===== src/rtl/lbr_pkg.sv =====
`timescale 1ns / 1ps
// Shared types and constants for the LSB-first bit reader.
// No dependencies; every other file imports this package.
package lbr_pkg;

  // Operation codes carried in the operation field of an input word.
  localparam logic [2:0] OP_WRITE      = 3'd0;
  localparam logic [2:0] OP_PEEK       = 3'd1;
  localparam logic [2:0] OP_GET        = 3'd2;
  localparam logic [2:0] OP_ALIGN      = 3'd3;
  localparam logic [2:0] OP_SKIP_BYTES = 3'd4;
  localparam logic [2:0] OP_SKIP_BITS  = 3'd5;

  // Fixed field widths.
  localparam int FIELD_W = 64;
  localparam int COUNT_W = 7;
  localparam int INDEX_W = 16;
  localparam int OFFS_W  = 3;
  localparam int POS_W   = INDEX_W + OFFS_W;
  localparam int LEN_W   = 13;
  // Wide enough for a byte address past the top of the largest store.
  localparam int BADDR_W = 17;

  typedef struct packed {
    logic [2:0]  operation;
    logic [11:0] load_address;
    logic [7:0]  load_value;
    logic [6:0]  field_bits;
    logic [15:0] skip_amount;
  } lbr_item_t;

  typedef struct packed {
    logic [63:0] field_value;
    logic [15:0] byte_position;
    logic [2:0]  bit_position;
    logic        past_end;
  } lbr_result_t;

  // Control carried alongside the store read into the extraction stage.
  typedef struct packed {
    logic               is_read;
    logic [INDEX_W-1:0] byte_index;
    logic [OFFS_W-1:0]  bit_offset;
    logic [COUNT_W-1:0] field_bits;
    logic [INDEX_W-1:0] next_index;
    logic [OFFS_W-1:0]  next_offset;
  } lbr_ctrl_t;

endpackage


===== src/rtl/lbr_extract.sv =====
`timescale 1ns / 1ps
// Field extraction: orders the bank outputs into a byte window, zeroes
// bytes past the valid length, shifts, masks and flags past_end. Uses lbr_pkg.
module lbr_extract import lbr_pkg::*; #(
  parameter int FETCH_BYTES = 9,
  parameter int NUM_BANKS   = 16
) (
  input  logic [NUM_BANKS-1:0][7:0] rd_data,
  input  lbr_ctrl_t                 ctrl,
  input  logic [BADDR_W-1:0]        valid_len,
  output logic [FIELD_W-1:0]        field_value,
  output logic                      past_end
);

  localparam int BANK_W = $clog2(NUM_BANKS);
  localparam int WIN_W  = FETCH_BYTES * 8;

  logic [WIN_W-1:0]   window;
  logic [WIN_W-1:0]   shifted;
  logic [BADDR_W-1:0] baddr;
  logic [BANK_W-1:0]  bsel;
  logic [FIELD_W-1:0] mask;
  logic [7:0]         span;
  logic [BADDR_W-1:0] last_byte;

  // Gather the window in order; bytes at or beyond the valid length read as zero.
  always_comb begin
    window = '0;
    baddr  = '0;
    bsel   = '0;
    for (int k = 0; k < FETCH_BYTES; k++) begin
      baddr = BADDR_W'(ctrl.byte_index) + BADDR_W'(k);
      bsel  = ctrl.byte_index[BANK_W-1:0] + BANK_W'(k);
      window[8*k +: 8] = (baddr < valid_len) ? rd_data[bsel] : 8'h00;
    end
  end

  // Drop the bits below the read offset and keep only the requested count.
  assign shifted = window >> ctrl.bit_offset;
  assign mask    = (ctrl.field_bits >= COUNT_W'(FIELD_W)) ? '1 :
                   ((FIELD_W'(1) << ctrl.field_bits) - FIELD_W'(1));
  assign field_value = ctrl.is_read ? (FIELD_W'(shifted) & mask) : '0;

  // The last byte touched is index + (offset + count - 1) / 8.
  assign span      = 8'(ctrl.bit_offset) + 8'(ctrl.field_bits) - 8'd1;
  assign last_byte = BADDR_W'(ctrl.byte_index) + BADDR_W'(span[7:3]);
  assign past_end  = ctrl.is_read && (ctrl.field_bits != '0) && (last_byte >= valid_len);

endmodule


===== config.mk =====
export PLATFORM = sky130hd
export DESIGN_NAME = lbr_extract
export DESIGN_NICKNAME = d
export VERILOG_FILES = /design/src/rtl/lbr_pkg.sv /design/src/rtl/lbr_extract.sv
export SDC_FILE = /design/constraint.sdc
export NUM_CORES = 1
export LEC_CHECK = 0
export ABC_CLOCK_PERIOD_IN_PS = 6300
export BUFFER_PORTS_ARGS = -buffer_cell sky130_fd_sc_hd__buf_4
export CAP_MARGIN = 40
export CORE_MARGIN = 5
export CORE_UTILIZATION = 30
export DETAILED_ROUTE_END_ITERATION = 8
export GPL_ROUTABILITY_DRIVEN = 0
export MAX_ROUTING_LAYER = met4
export PLACE_DENSITY = 0.61
export SLEW_MARGIN = 10
export SYNTH_ARGS = -nofsm -noshare
export SYNTH_HDL_FRONTEND = slang
export SYNTH_SLANG_ARGS = --single-unit

===== constraint.sdc =====
create_clock -name vclk -period 6.3
set_input_delay 0.945 -clock vclk [all_inputs]
set_output_delay 0.945 -clock vclk [all_outputs]
set_load 0.005 [all_outputs]

After elaboration in Yosys (flattened, before gate mapping)
Cells that the tools add are included.
Widths: inputs -> output; s select.
- register bits after elaboration: 0
- bits in latches: 0
- memory bits (writable): 0
- memory bits (read-only): 0
- input bits: 191
- output and inout port bits: 65
- word-level logic and storage cells: 75
- memories: 0
- add/subtract/negate cells: 20
- multiply operators: 0
- div/mod/pow operators: 0
- $lt $le $gt $ge: 20
- equal/unequal tests: 0
- shift operators: 2
- mux-type cells: 29
- bitwise gates (word level): 1
- reduce and logical (&&, ||, !) cells: 3
- operators by type and width (kind ; count):
    $bmux 8 s4 ; 9
    $mux 8 ; 18
    $lt 17x17->1 ; 8
    $mux 64 ; 2
    $shr 72x3->64 ; 1
    $add 16x3->17 const B ; 4
    $and 64x64->64 ; 1
    $shl 1x7->64 const A ; 1
    $sub 64x1->64 const B ; 1
    $lt 4x5->1 const B ; 9
    $add 16x2->17 const B ; 2
    $add 16x1->17 const B ; 1
    $add 16x4->17 const B ; 1
    $add 16x5->17 ; 1
    $ge 17x17->1 ; 1
    $lt 16x17->1 ; 1
    $add 4x3->4 const B ; 4
    $add 3x7->8 ; 1
    $add 4x2->4 const B ; 2
    $sub 8x1->8 const B ; 1
    $ge 7x7->1 const B ; 1
    $reduce_bool 7->1 ; 1
    $add 4x1->4 const B ; 1
    $add 4x4->4 const B ; 1
    $logic_and 1x1->1 ; 2

Logic depth before layout (Yosys ltp)
- word-level depth: 7
- mapped depth: 27
- depth with buffers taken out: 24

Worst setup path before layout
OpenSTA, ideal clock, no wires.
- kind: input to output
- from: input port ctrl[28] in the netlist's numbering
- to: output port past_end
- arrival: 5.383 ns
- path slack: -0.028 ns
- stages: 27
- buffers on the path: 3
- cell sequence: clkbuf_1 > inv_1 > buf_1 > clkbuf_1 > ha_1 > inv_1 > ha_1 > inv_1 > a211oi_1 > o21ai_0 > nand2b_1 > a21oi_1 > o21bai_1 > xor2_1 > ha_1 > inv_1 > o21ai_0 > a21o_1 > nand2_1 > nor3_1 > xor2_1 > ha_1 > nand4_1 > nor4_1 > nand4_1 > and3_1 > a21oi_1
- word-level cells in the longest chain between the ends: 5
- RTL lines (element ; line ; source):
    start, declared ; lbr_extract.sv:9 ; input lbr_ctrl_t ctrl,
    $add 3x7->8 ; lbr_extract.sv:45 ; assign span = 8'(ctrl.bit_offset) + 8'(ctrl.field_bits) - 8'd1;
    $sub 8x1->8 ; lbr_extract.sv:45 ;
    $add 16x5->17 ; lbr_extract.sv:46 ; assign last_byte = BADDR_W'(ctrl.byte_index) + BADDR_W'(span[7:3]);
    $ge 17x17->1 ; lbr_extract.sv:47 ; assign past_end = ctrl.is_read && (ctrl.field_bits != '0) && (last_byte >= valid_len);
    $logic_and 1x1->1 ; lbr_extract.sv:47 ;
    end, declared ; lbr_extract.sv:12 ; output logic past_end
No other way between the ends.

Final worst setup path
- from: input port ctrl[33] in the netlist's numbering
- to: output port field_value[26]
- word-level cells in the longest chain between the ends: 6
- elaborated cells between the ends (all ways): 29
- classes of those cells: add/sub (8); order compare (9); shift (1); mux (10); bitwise (1)
- RTL lines (element ; line ; source):
    $add 16x1->17, or another cell as far along ; lbr_extract.sv:32 ; baddr = BADDR_W'(ctrl.byte_index) + BADDR_W'(k);
    $lt 17x17->1 ; lbr_extract.sv:34 ; window[8*k +: 8] = (baddr < valid_len) ? rd_data[bsel] : 8'h00;
    $mux 8 ; lbr_extract.sv:34 ;
    $shr 72x3->64 * ; lbr_extract.sv:39 ; assign shifted = window >> ctrl.bit_offset;
    $and 64x64->64 * ; lbr_extract.sv:42 ; assign field_value = ctrl.is_read ? (FIELD_W'(shifted) & mask) : '0;
    $mux 64 * ; lbr_extract.sv:42 ;
    end, declared ; lbr_extract.sv:11 ; output logic [FIELD_W-1:0] field_value,
Every way passes the cells marked *; elsewhere a longest branch is shown, timed or not.

==> results.yml <==
finish:
  nClkBuffers: 0
  drive_gt1_frac: 0.3171
  area_delta_synth_final_pct: 19.97
  layout.nets: 2387
  seq_area_sq_um: 0
  seq_cell_count: 0
  fillers: 5159
  fin_area_sq_um: 18400
sta:
  maxSlewViolCount: 0
  fin_tns_setup_ns: 0
  relSlewSlack: 0.4335
  layout_min_cycle_time_ns: 6.116
  fmax_ghz: 0.1635
  hold_viol_final: 0
  final-setup-viol-count: 0
  fin_crit_sh: 0.9709
  rsz0062_at_grt: "yes"
  worst_slew_pin_slew_ns: 0.8387
  fin_ws_ns: 0.1836
synth:
  synth_common_cells: "206 x nand2_1, 194 x mux4_2, 178 x ha_1"
  yosysTopAreaCell: "mux4_2"
  synth-simple-area-share: 0.1634
  synthesis.nets: 2156
  syn_area_per_cell_sq_um: 8.585
  synthXorXnorAreaFrac: 0.07727
  syn_inst: 1786
  synth_compound_area_frac: 0.1798
  yosysWarnings: 0
  synth_top_family_by_area: "multiplexers"
  synth_fa_ha_area_frac: 0.1466
  syn-cell-area_sq_um: 15330
  synth.area.mux_share: 0.3727
  yosysTopAreaCellShare: 0.2849
  synth_most_common_cell: "nand2_1"
  ys_top_cells_by_area: "mux4_2 28%, ha_1 15%, mux2i_1 5.7%, nand2_1 5.0%, nor2_1 4.0%"
  synth-seq-area-share: 0
  synth.distinct_cells: 83
grt:
  grt_max_degree: 115
  grt_usage: 0.2350
  grt_pass1_vias: 16260
  antenna_found_initial: 1
  gr-total-overflow: 0
  grt_first_pass_wirelength_um: 102100
worst_setup_path:
  crit_start: "ctrl[33]"
  crit_arrival_ns: 5.17
  path_class: "primary input to output pin"
  cp_slowest_cell: "a211oi_4"
  start_kind: "primary input"
  max_stage_delay_ns: 0.46
  path_cells: "buf_4, ha_1, nand3_1, nor2_1, nand3_1, buf_4, nor2_1, xor2_1, ha_1, nand4_1, nor3_1, and4_1, a211oi_4, nand2_1, o22a_1, mux2_2, a211oi_1, buf_4, buf_4"
  required_ns: 5.35
  endpoint_kind: "output pin"
  critPathMostFrequentCell: "buf_4"
  path_max_fanout: 12
cts:
  ctsHoldBuffers: 0
placement:
  hpwl_um: 55030
  io_buffers: 237
  dp_slack_ns: -0.09170
  postPlaceCellArea_sq_um: 18300
drt:
  via_per_inst: 6.320
  ant_nets: 0
  drc: 0
  routed_wirelength_um: 67890
  wl_per_cell_um: 25.26
  drtIter0Drc: 2340
  first_pass_iters: 9
  dr_total_vias: 16990
floorplan:
  die_h_um: 236.1
  die_x_um: 236.1
  ioPinCount: 256
  start_util: 0.3044
  core-area_sq_um: 50380
  die_area_sq_um: 55730
  rows: 82
worst_hold_path:
  hold_start: "ctrl[45]"
  hold_depth: 4
  hp-class: "primary input to output pin"
job:
  maxCapViolations: 0
outcome:
  status: "complete, no violations"
final cells by class:
type               instances  area, sq um  area share
multi-input cells       1587        14500      0.7880
repair buffers           365         2813      0.1529
well taps                672        840.8     0.04571
inverters                 63        244.0     0.01326
diodes                     1        2.502   0.0001360
timing repair:
item                                   4_1_cts  5_1_grt
cloned                                       0        0
gates resized for setup                      3       26
pin swaps                                    2       19
setup endpoints to repair                    2        6
endpoints found under the hold margin        0        0
setup buffers                                0        1
per-stage QoR:
step	utilization	hold WS (ns)	instances
floorplan	-	1.994	1786
global placement	0.3619	2.322	2682
detailed placement	0.3632	2.320	2686
CTS	0.3633	2.319	2686
global route	0.3652	2.353	2688
finish	0.3652	2.322	2688
worst max-delay path: cells and delay by family:
family,cells,cell delay (ns)
AOI/OAI and AO/OA,3,1.08
xor gates and xnor gates,1,0.16
adders and majority gates,2,0.54
buffers and inverters,4,0.69
muxes,1,0.31
and+or+nand+nor,8,1.43
placed cells by master (no fill, tap or decap), drive strengths merged, types with 11 or more instances in the layout:
cell type  count
nand3         44
xor2          65
a31oi         17
mux2i         88
ha           178
nor3          33
nor2         165
mux4         201
xnor2         63
nand2        207
and2          12
mux2          25
buf          364
a221oi        11
a21oi        102
inv           60
and3          15
a22oi         14
a211oi        34
nand4         20
nand2b        13
o21ai         75
o211ai        14
a21o          23
per-layer routing:
| metal | part of all wire | routed length, um | global-route usage | vias to the layer above |
|---|---|---|---|---|
| met2 | 0.44 | 29590 | 0.3558 | 1231 |
| met4 | 0.029 | 1964 | 0.04433 | 0 |
| met5 | 0 | 0 | - | - |
| met3 | 0.10 | 6944 | 0.02476 | 132 |
| met1 | 0.43 | 29400 | 0.3435 | 8206 |
| li1 | - | - | - | 7418 |
kinds of logic after synthesis:
group,Yosys count
simple gates,558
compound gates,408
mux,314
buf+inv,199
fa+ha+maj,179
xor+xnor,128
final timing paths:
path / to
hold / removal: field_value[48]
setup / recovery: field_value[26]
